### src/rtl/bol_pkg.sv
// ----------------------------------------------------------------------------
// bol_pkg
// Shared types and constants of the bounded ordered list engine.
// ----------------------------------------------------------------------------
package bol_pkg;

  localparam int unsigned CAPACITY = 16;
  localparam int unsigned CntW     = $clog2(CAPACITY + 1);
  localparam int unsigned KindW    = 3;
  localparam int unsigned ValW     = 32;
  localparam int unsigned PosW     = 5;
  localparam int unsigned StatW    = 3;
  localparam int unsigned CountW   = 5;
  localparam int unsigned CmpW     = (CntW > PosW) ? CntW : PosW;

  typedef enum logic [KindW-1:0] {
    KIND_HEAD = 3'd0,
    KIND_TAIL = 3'd1,
    KIND_AT   = 3'd2,
    KIND_DEL  = 3'd3,
    KIND_DUMP = 3'd4
  } kind_e;

  typedef enum logic [StatW-1:0] {
    ST_OK       = 3'd0,
    ST_BADPOS   = 3'd1,
    ST_EMPTY    = 3'd2,
    ST_NOTFOUND = 3'd3,
    ST_FULL     = 3'd4
  } status_e;

  typedef enum logic [1:0] {
    OP_HOLD = 2'd0,
    OP_INS  = 2'd1,
    OP_DEL  = 2'd2,
    OP_ROT  = 2'd3
  } cell_op_e;

  typedef enum logic [1:0] {
    S_IDLE = 2'b01,
    S_DUMP = 2'b10
  } fsm_e;

  typedef struct packed {
    cell_op_e               op;
    logic [CntW-1:0]        idx;
    logic [CntW-1:0]        cnt;
    logic signed [ValW-1:0] value;
  } cell_ctrl_t;

endpackage

### src/rtl/bounded_ordered_list_engine_top.sv
// ----------------------------------------------------------------------------
// bounded_ordered_list_engine_top
// Ordered list of up to CAPACITY signed values kept in a shifting cell chain.
// ----------------------------------------------------------------------------
// Insert (head, tail, position) and delete each give one result; a request is
// taken whenever the output register is free or being emptied. A dump first
// enters its dump state, then gives one element per cycle while the output
// register is free, out of the head cell while the chain rotates by one, so
// the list is back in order once the last element leaves. No new request is
// taken during a dump. Delete looks for the first match through a priority
// chain that runs across all cells in the same cycle.
module bounded_ordered_list_engine_top (
  input  logic                              clk_i,
  input  logic                              rst_ni,
  input  logic                              in_valid_i,
  output logic                              in_ready_o,
  input  logic [bol_pkg::KindW-1:0]         kind_i,
  input  logic signed [bol_pkg::ValW-1:0]   value_i,
  input  logic [bol_pkg::PosW-1:0]          position_i,
  output logic                              out_valid_o,
  input  logic                              out_ready_i,
  output logic [bol_pkg::StatW-1:0]         status_o,
  output logic [bol_pkg::CountW-1:0]        count_o,
  output logic signed [bol_pkg::ValW-1:0]   element_o,
  output logic                              last_o
);
  import bol_pkg::*;

  fsm_e                   state_q, state_d;
  logic [CntW-1:0]        cnt_q, cnt_d;
  logic [CntW-1:0]        rem_q, rem_d;
  logic                   ov_q, ov_d;
  status_e                st_q, st_d;
  logic [CountW-1:0]      count_q, count_d;
  logic signed [ValW-1:0] el_q, el_d;
  logic                   last_q, last_d;

  cell_ctrl_t             ctrl;
  logic signed [ValW-1:0] data   [CAPACITY];
  logic                   hit    [CAPACITY+1];
  logic                   accept;
  logic                   slot_free;
  logic                   pos_bad;
  logic                   full;

  assign slot_free  = !ov_q || out_ready_i;
  assign in_ready_o = (state_q == S_IDLE) && slot_free;
  assign accept     = in_valid_i && in_ready_o;
  assign pos_bad    = CmpW'(position_i) > CmpW'(cnt_q);
  assign full       = cnt_q == CntW'(CAPACITY);

  assign hit[0] = 1'b0;

  for (genvar i = 0; i < CAPACITY; i++) begin : g_cell
    logic signed [ValW-1:0] left, right;
    if (i == 0) begin : g_first
      assign left = value_i;
    end else begin : g_mid
      assign left = data[i-1];
    end
    if (i == CAPACITY - 1) begin : g_end
      assign right = data[i];
    end else begin : g_inner
      assign right = data[i+1];
    end
    bol_cell u_cell (
      .clk_i   (clk_i),
      .idx_i   (CntW'(i)),
      .ctrl_i  (ctrl),
      .left_i  (left),
      .right_i (right),
      .head_i  (data[0]),
      .hit_i   (hit[i]),
      .data_o  (data[i]),
      .hit_o   (hit[i+1])
    );
  end

  always_comb begin
    state_d    = state_q;
    cnt_d      = cnt_q;
    rem_d      = rem_q;
    ov_d       = ov_q && !out_ready_i;
    st_d       = st_q;
    count_d    = count_q;
    el_d       = el_q;
    last_d     = last_q;
    ctrl.op    = OP_HOLD;
    ctrl.idx   = '0;
    ctrl.cnt   = cnt_q;
    ctrl.value = value_i;

    case (state_q)
      S_IDLE: begin
        if (accept) begin
          ov_d   = 1'b1;
          st_d   = ST_OK;
          el_d   = '0;
          last_d = 1'b1;
          case (kind_e'(kind_i))
            KIND_HEAD, KIND_TAIL, KIND_AT: begin
              if (kind_e'(kind_i) == KIND_AT && pos_bad) begin
                st_d = ST_BADPOS;
              end else if (full) begin
                st_d = ST_FULL;
              end else begin
                ctrl.op = OP_INS;
                case (kind_e'(kind_i))
                  KIND_HEAD: ctrl.idx = '0;
                  KIND_TAIL: ctrl.idx = cnt_q;
                  default:   ctrl.idx = CntW'(position_i);
                endcase
                cnt_d = cnt_q + CntW'(1);
              end
            end
            KIND_DEL: begin
              if (cnt_q == '0) begin
                st_d = ST_EMPTY;
              end else if (!hit[CAPACITY]) begin
                st_d = ST_NOTFOUND;
              end else begin
                ctrl.op = OP_DEL;
                cnt_d   = cnt_q - CntW'(1);
              end
            end
            KIND_DUMP: begin
              if (cnt_q == '0) begin
                st_d = ST_EMPTY;
              end else begin
                ov_d    = 1'b0;
                state_d = S_DUMP;
                rem_d   = cnt_q;
              end
            end
            default: begin
              st_d = ST_OK;
            end
          endcase
          count_d = CountW'(cnt_d);
        end
      end
      S_DUMP: begin
        if (slot_free) begin
          ov_d    = 1'b1;
          st_d    = ST_OK;
          el_d    = data[0];
          last_d  = rem_q == CntW'(1);
          count_d = CountW'(cnt_q);
          ctrl.op = OP_ROT;
          rem_d   = rem_q - CntW'(1);
          if (rem_q == CntW'(1)) begin
            state_d = S_IDLE;
          end
        end
      end
      default: begin
        state_d = S_IDLE;
      end
    endcase
  end

  always_ff @(posedge clk_i or negedge rst_ni) begin
    if (!rst_ni) begin
      state_q <= S_IDLE;
      cnt_q   <= '0;
      rem_q   <= '0;
      ov_q    <= 1'b0;
    end else begin
      state_q <= state_d;
      cnt_q   <= cnt_d;
      rem_q   <= rem_d;
      ov_q    <= ov_d;
    end
  end

  always_ff @(posedge clk_i) begin
    st_q    <= st_d;
    count_q <= count_d;
    el_q    <= el_d;
    last_q  <= last_d;
  end

  assign out_valid_o = ov_q;
  assign status_o    = st_q;
  assign count_o     = count_q;
  assign element_o   = el_q;
  assign last_o      = last_q;

endmodule

### src/rtl/bol_cell.sv
// ----------------------------------------------------------------------------
// bol_cell
// One slot of the list chain: holds an element and shifts it to or from
// its neighbors on insert, delete and dump rotation.
// ----------------------------------------------------------------------------
module bol_cell (
  input  logic                            clk_i,
  input  logic [bol_pkg::CntW-1:0]        idx_i,
  input  bol_pkg::cell_ctrl_t             ctrl_i,
  input  logic signed [bol_pkg::ValW-1:0] left_i,
  input  logic signed [bol_pkg::ValW-1:0] right_i,
  input  logic signed [bol_pkg::ValW-1:0] head_i,
  input  logic                            hit_i,
  output logic signed [bol_pkg::ValW-1:0] data_o,
  output logic                            hit_o
);
  import bol_pkg::*;

  logic signed [ValW-1:0] data_q, data_d;
  logic                   occupied;
  logic                   match;

  assign occupied = idx_i < ctrl_i.cnt;
  assign match    = occupied && (data_q == ctrl_i.value);
  // first match upstream or here: everything from it onward moves toward the head
  assign hit_o    = hit_i | match;
  assign data_o   = data_q;

  always_comb begin
    data_d = data_q;
    case (ctrl_i.op)
      OP_INS: begin
        if (idx_i == ctrl_i.idx) begin
          data_d = ctrl_i.value;
        end else if (idx_i > ctrl_i.idx && idx_i <= ctrl_i.cnt) begin
          data_d = left_i;
        end
      end
      OP_DEL: begin
        if (hit_o) begin
          data_d = right_i;
        end
      end
      OP_ROT: begin
        // head wraps around to the current tail slot
        if (idx_i == ctrl_i.cnt - CntW'(1)) begin
          data_d = head_i;
        end else begin
          data_d = right_i;
        end
      end
      default: begin
        data_d = data_q;
      end
    endcase
  end

  always_ff @(posedge clk_i) begin
    data_q <= data_d;
  end

endmodule

### config.mk
export PLATFORM = sky130hd
export DESIGN_NAME = bounded_ordered_list_engine_top
export DESIGN_NICKNAME = d
export VERILOG_FILES = /design/src/rtl/bol_pkg.sv /design/src/rtl/bounded_ordered_list_engine_top.sv /design/src/rtl/bol_cell.sv
export SDC_FILE = /design/constraint.sdc
export NUM_CORES = 2
export LEC_CHECK = 0
export ABC_AREA = 1
export BUFFER_PORTS_ARGS = -buffer_cell sky130_fd_sc_hd__clkbuf_2
export CAP_MARGIN = 40
export CORE_MARGIN = 10
export CORE_UTILIZATION = 45
export CTS_CLUSTER_DIAMETER = 60
export CTS_CLUSTER_SIZE = 14
export DETAILED_ROUTE_END_ITERATION = 16
export PLACE_DENSITY = 0.63
export SLEW_MARGIN = 20
export SYNTH_ARGS = -nofsm -noshare
export SYNTH_HDL_FRONTEND = slang
export SYNTH_SLANG_ARGS = --single-unit
### constraint.sdc
create_clock -name clk_i -period 15.2 [get_ports clk_i]
set_input_delay 1.52 -clock clk_i [delete_from_list [all_inputs] [get_ports clk_i]]
set_output_delay 1.52 -clock clk_i [all_outputs]
set_load 0.02 [all_outputs]
# Word level (Yosys, flattened, before mapping)
# Cells that the tools add are included.
[word_totals]
regBits = 566
inputBits = 44
out_inout_bits = 43
elab_cells = 382
[classes]
addsub = 3
n_lt_le_gt_ge = 49
n_eq_ne = 95
n_mux = 129
bitwise = 15
reduce_logical = 67
[op_table]
columns = ["op", "count"]
rows = [
  ["$mux 32", 65],
  ["$pmux 32 s3", 15],
  ["$eq 32x32->1", 16],
  ["$pmux 32 s2", 2],
  ["$eq 4x5->1 const A", 16],
  ["$mux 5", 12],
  ["$ne 3x1->1 const B", 16],
  ["$reduce_and 3->1", 16],
  ["$eq 3x5->1 const A", 8],
  ["$gt 4x5->1 const A", 8],
  ["$le 4x5->1 const A", 8],
  ["$lt 4x5->1 const A", 8],
  ["$pmux 5 s2", 4],
  ["$logic_and 1x1->1", 36],
  ["$ne 2x1->1 const B", 17],
  ["$mux 2", 11],
  ["$eq 2x5->1 const A", 4],
  ["$gt 3x5->1 const A", 4],
  ["$le 3x5->1 const A", 4],
  ["$lt 3x5->1 const A", 4],
  ["$logic_not 5->1", 3],
  ["$or 1x1->1", 15],
  ["$mux 3", 4],
  ["$mux 6", 2],
  ["33 further kinds", 60],
]

# Longest topological paths before layout
[depth]
depth_word = 27
ltp_mapped = 26
depth_no_buf = 23

# By module
# A second synthesis with hierarchy kept.
[hier_totals]
cells_unflattened = 8818
area_unflattened_um2 = 56501.7
[modules_own_cells]
columns = ["mod", "instances", "cells_each", "area_each_um2", "seq_area_each_um2"]
rows = [
  ["bol_cell at g_cell[1].u_cell ...", 9, 501, 3285.7, 960.9],
  ["bol_cell at g_cell[0].u_cell ...", 6, 566, 3408.3, 960.9],
  ["bol_cell at g_cell[15].u_cell", 1, 557, 3424.5, 960.9],
  ["bounded_ordered_list_engine_top", 1, 356, 3056.7, 1557.7],
]

# Least setup slack after synthesis
# Ideal clock, no wire load.
[synth_path]
path_type = "input-to-reg"
from = "in position_i[4] (netlist name)"
to = "reg g_cell[15].u_cell.data_q[0] (enable)"
setup_time_ns = 0.466
t_arrival_ns = 5.710
required_time_ns = 14.734
path_slack_ns = 9.024
stages = 13
path_buffers = 1
cell_sequence = "ha_1 nand4_1 o211a_1 nand2_2 o211ai_1 nor2_1 inv_2 nand2_1 inv_1 nor2_1 nand2_4 clkbuf_1 o21ai_0"
[synth_between]
elab_chain_len = 10
word_cells_on_any_way = 19
cone_classes = "2 x order compare; 5 x eq/ne; 8 x mux; 4 x reduce/logical"
[synth_rtl]
columns = ["item", "line", "rtl"]
rows = [
  ["start, declared", "bounded_ordered_list_engine_top.sv:19", "input logic [bol_pkg::PosW-1:0] position_i,"],
  ["$gt 5x5->1 or $pmux 5 s2 (tied branches)", "bounded_ordered_list_engine_top.sv:49, bounded_ordered_list_engine_top.sv:108", ""],
  ["$logic_and 1x1->1 or $mux 6 (tied branches)", "bounded_ordered_list_engine_top.sv:102, bounded_ordered_list_engine_top.sv:104", ""],
  ["$mux 6 (*)", "bounded_ordered_list_engine_top.sv:102", "if (kind_e'(kind_i) == KIND_AT && pos_bad) begin"],
  ["$mux 5", "bounded_ordered_list_engine_top.sv:100", "case (kind_e'(kind_i))"],
  ["$mux 7 (*)", "bounded_ordered_list_engine_top.sv:95", "if (accept) begin"],
  ["$mux 5", "bounded_ordered_list_engine_top.sv:93", "case (state_q)"],
  ["$gt 4x5->1", "bol_cell.sv:35", "end else if (idx_i > ctrl_i.idx && idx_i <= ctrl_i.cnt) begin"],
  ["$logic_and 1x1->1", "bol_cell.sv:35", ""],
  ["$ne 3x1->1 (no line)", "--", ""],
  ["$reduce_and 3->1 (no line) (*)", "--", ""],
  ["end signal, assigned", "bol_cell.sv:59", "data_q <= data_d;"],
  ["end, declared", "bol_cell.sv:19", "logic signed [ValW-1:0] data_q, data_d;"],
]
# Mark *: on every way between the ends. The rest lies on a longest branch, timed or not.
# A chain may end at the register's enable or synchronous reset.

# Worst setup path after layout
[layout_path]
from = "in value_i[2] (netlist name)"
to = "reg g_cell[11].u_cell.data_q[2] (enable)"
[layout_between]
elab_chain_len = 25
word_cells_on_any_way = 59
cone_classes = "21 x eq/ne; 5 x mux; 15 x bitwise; 18 x reduce/logical"
[layout_rtl]
columns = ["item", "line", "rtl"]
rows = [
  ["start, declared", "bounded_ordered_list_engine_top.sv:18", "input logic signed [bol_pkg::ValW-1:0] value_i,"],
  ["$eq 32x32->1", "bol_cell.sv:24", "assign match = occupied && (data_q == ctrl_i.value);"],
  ["$logic_and 1x1->1", "bol_cell.sv:24", ""],
  ["$or 1x1->1 (15 in a row)", "bol_cell.sv:26", "assign hit_o = hit_i | match;"],
  ["$mux 2", "bounded_ordered_list_engine_top.sv:119", "end else if (!hit[CAPACITY]) begin"],
  ["$mux 2", "bounded_ordered_list_engine_top.sv:117", "if (cnt_q == '0) begin"],
  ["$pmux 2 s2", "bounded_ordered_list_engine_top.sv:100", ""],
  ["$mux 7", "bounded_ordered_list_engine_top.sv:95", ""],
  ["$pmux 2 s2", "bounded_ordered_list_engine_top.sv:93", ""],
  ["$eq 2x1->1 or $eq 2x2->1 (tied branches)", "bol_cell.sv:31", "case (ctrl_i.op)"],
  ["$ne 3x1->1 (no line), or another cell as far along", "--", ""],
  ["$reduce_and 3->1 (no line) (*)", "--", ""],
  ["end signal, assigned", "bol_cell.sv:59", ""],
  ["end, declared", "bol_cell.sv:19", ""],
]
# Marked as above.

==> results.py <==
metrics = {
    "setup_path": {
        "critPathMaxFanout": 46,
        "r2r-end": "g_cell[13].u_cell.data_o[11]$_DFFE_PP_",
        "required_ns": 15.50,
        "path_class": "in2reg",
        "r2r_cells": 18,
        "worstSetupEndpoint": "g_cell[11].u_cell.data_o[2]$_DFFE_PP_",
        "critPathLaunchType": "primary input",
        "startpoint": "value_i[2]",
        "r2r_start": "cnt_q[3]$_DFFE_PN0P_",
        "cp.arrival_ns": 7.33,
        "ff2ff_setup_slack_ns": 8.22,
        "cp-end-kind": "flip-flop",
    },
    "logic_synthesis": {
        "syn_area_mm2": 0.0474,
        "synth_edf_count": 553,
        "synthesis.instances": 7170,
        "synth_mux_area_share_pct": 0,
        "syn_nets": 7229,
        "synthSimpleGateAreaFrac_pct": 37.2,
        "yosysSeqAreaShare_pct": 35.8,
        "synth-compound-area-share_pct": 11.8,
        "synthArstFlopShare_pct": 2.30,
        "ys_seq_elements": 566,
        "synth_warnings": 0,
        "synth_top_family_by_area": "simple AND/OR/NAND/NOR gates",
        "yosys.cell_types.count": 57,
        "synthAdderAreaFrac_pct": 0.396,
        "synth_xor_area_share_pct": 6.18,
        "ys.flop_type": "edfxtp_1",
        "avgSynthCellArea_um2": 6.61,
    },
    "final_layout": {
        "layout.nets": 7039,
        "area_delta_synth_final_pct": 8.71,
        "nFillCells": 10600,
        "fin_area_mm2": 0.0515,
        "mostFrequentLayoutCells": "2876 x nand2_1, 1007 x o21ai_0, 553 x edfxtp_1",
        "drive_above_1_share_pct": 7.28,
        "final_common_cell": "nand2_1",
    },
    "run_status": {
        "status": "completed",
    },
    "global_route": {
        "antenna_found_initial": 12,
        "grt_pass1_vias": 46600,
        "grt_max_degree": 188,
        "grt-ovfl-total": 0,
        "grt_pass1_wl_mm": 346,
        "grtUsageTotal_pct": 40.3,
    },
    "drt": {
        "totalWireLength_mm": 247,
        "via_per_inst": 6.08,
        "wl_per_cell_um": 29.2,
        "dr_total_vias": 51300,
        "ant_nets": 0,
        "drc": 0,
        "drt_iter0_markers": 7989,
        "drt-pass1-iter-count": 7,
    },
    "sta": {
        "hold_viol_final": 0,
        "rsz0062_at_grt": "no",
        "finalSetupViolCount": 0,
        "holdWs_ns": 0.523,
        "maxSlewHeadroom_pct": 18.6,
        "finalMaxSlewViolations": 0,
        "period_minus_slack_ns": 7.03,
        "fmax_mhz": 142,
        "setup_ws_ns": 8.17,
        "tightestPinTransition_ns": 1.22,
        "setup_tns_ns": 0,
        "fin_crit_sh_pct": 46.2,
        "final.setup_skew_ns": 0.0312,
    },
    "placed_design": {
        "dpl-instance-area_mm2": 0.0484,
        "pre_cts_slack_ns": 7.44,
        "io_buffers": 86,
        "dp_hpwl_mm": 182,
        "gp_congestion": 1.03,
    },
    "clock_tree": {
        "cts_sinks": 566,
        "cts_post_setup_buffers_inserted": 0,
        "cts_buffers": 83,
        "cts_root_buffer": "clkbuf_16",
        "cts_hold_buf": 0,
        "cts.repair.resized": 0,
        "insertion_delay_ns": 0.69,
        "cts.clk_slew.worst_paths_ns": 0.07,
        "htreeDepth": 3,
        "clockBufferDepth": 3,
        "cts_tree": "done",
    },
    "floorplanning": {
        "initial_utilization_pct": 45.5,
        "die_h_um": 344,
        "dieWidth_um": 344,
        "placementRows": 118,
        "die_area_mm2": 0.119,
        "ios": 87,
        "coreArea_mm2": 0.104,
    },
    "worst_hold_path": {
        "hp-class": "reg2reg",
        "hp-start": "state_q[0]$_DFFE_PN1P_",
    },
    "power_and_ir_drop": {
        "p_leak_nw": 22.7,
        "powerDensity_mw_per_mm2": 256,
        "irDropWorstVdd_v": 0.000213,
    },
    "job": {
        "cap_violations": 0,
    },
}
==> registers in the layout, summed over array words and instances (netlist names) <==
signal	flops
last_o	1
g_cell.u_cell.data_o	512
element_o	32
state_q	2
count_o	5
cnt_q	5
out_valid_o	1
rem_q	5
status_o	3
==> metrics by stage <==
| step | cells | total power [mW] | utilization (%) |
|---|---|---|---|
| floorplan | 7170 | 8.00 | - |
| global placement | 8246 | 10.7 | 46.2 |
| detailed placement | 8266 | 10.8 | 46.5 |
| CTS | 8417 | 12.9 | 49.3 |
| global route | 8433 | 13.8 | 49.5 |
| finish | 8433 | 13.2 | 49.5 |
==> cells in the mapped netlist (all sizes together) (13+ instances only) <==
cell type / number / area (um2)
xor2: 91 / 797
xnor2: 243 / 2130
buf: 238 / 1560
clkbuf: 258 / 968
o21ai: 1010 / 5050
nand4: 151 / 987
nor2: 433 / 1680
a21oi: 62 / 310
ha: 15 / 188
nand3b: 13 / 97.6
nor3: 51 / 270
edfxtp: 553 / 16600
nor4: 58 / 363
nand3: 542 / 2720
nand2: 2899 / 10900
inv: 410 / 1540
or2: 61 / 382
==> metal layers <==
metal  track usage (%)  share of wire, %  vias to the layer above
li1                  -                 -                    23200
met1              49.0                36                    23600
met2              62.3                44                     3742
met3              6.37                10                      777
met4              33.8                10                        6
met5                 0             0.015                        -
==> cell type report <==
class / instances / area, um2 / share of cell area, %
multi-input cells: 5690 / 26600 / 51.6
clock buffers: 89 / 2140 / 4.16
diodes: 7 / 17.5 / 0.0340
repair buffers: 221 / 1830 / 3.56
inverters: 418 / 1580 / 3.06
well taps: 1380 / 1730 / 3.35
clock inverters: 62 / 703 / 1.37
flip-flops and latches: 566 / 16900 / 32.9
==> power breakdown <==
group / internal, mW / leakage [nW] / total (mW) / switching [mW]
Clock: 1.20 / 1.39 / 2.09 / 0.884
Sequential: 3.12 / 5.31 / 4.19 / 1.07
Combinational: 1.95 / 16.0 / 6.93 / 4.98
Total: 6.27 / 22.7 / 13.2 / 6.94
==> worst min path at each step <==
stage          cells after the start                endpoint
6_report                           2  state_q[0]$_DFFE_PN1P_
5_1_grt                            2  state_q[0]$_DFFE_PN1P_
4_1_cts                            2  state_q[0]$_DFFE_PN1P_
3_5_place_dp                       2  state_q[0]$_DFFE_PN1P_
3_3_place_gp                       2  state_q[0]$_DFFE_PN1P_
2_1_floorplan                      2  state_q[0]$_DFFE_PN1P_
==> cell families (layout without fill, tap and decap cells) <==
kind of cell | Yosys count | count (layout)
and+or+nand+nor | 4238 | 4238
AOI/OAI and AO/OA | 1103 | 1103
other | 0 | 7
buffers and inverters | 914 | 790
xor gates and xnor gates | 334 | 334
DFF | 566 | 566
adders and majority gates | 15 | 15
==> critical path, stage by stage <==
cell	delay, ns
clkbuf_2	0.47
inv_2	0.63
nand2_1	0.23
nand2_1	0.11
inv_1	0.07
nand2_1	0.06
nor2_1	0.05
nand2_1	0.05
nor2_1	0.05
nand3_2	0.12
nand4_2	0.17
nor2_4	0.16
nand4_2	0.15
nor2_4	0.16
nand4_4	0.14
nor2_4	0.16
nand4_4	0.22
nand2_2	0.18
nand2_4	0.23
nand3_4	0.46
buf_4	0.75
nor2_1	0.29
nor2_4	0.16
buf_4	0.58
Power figures use the tool's default switching activity.
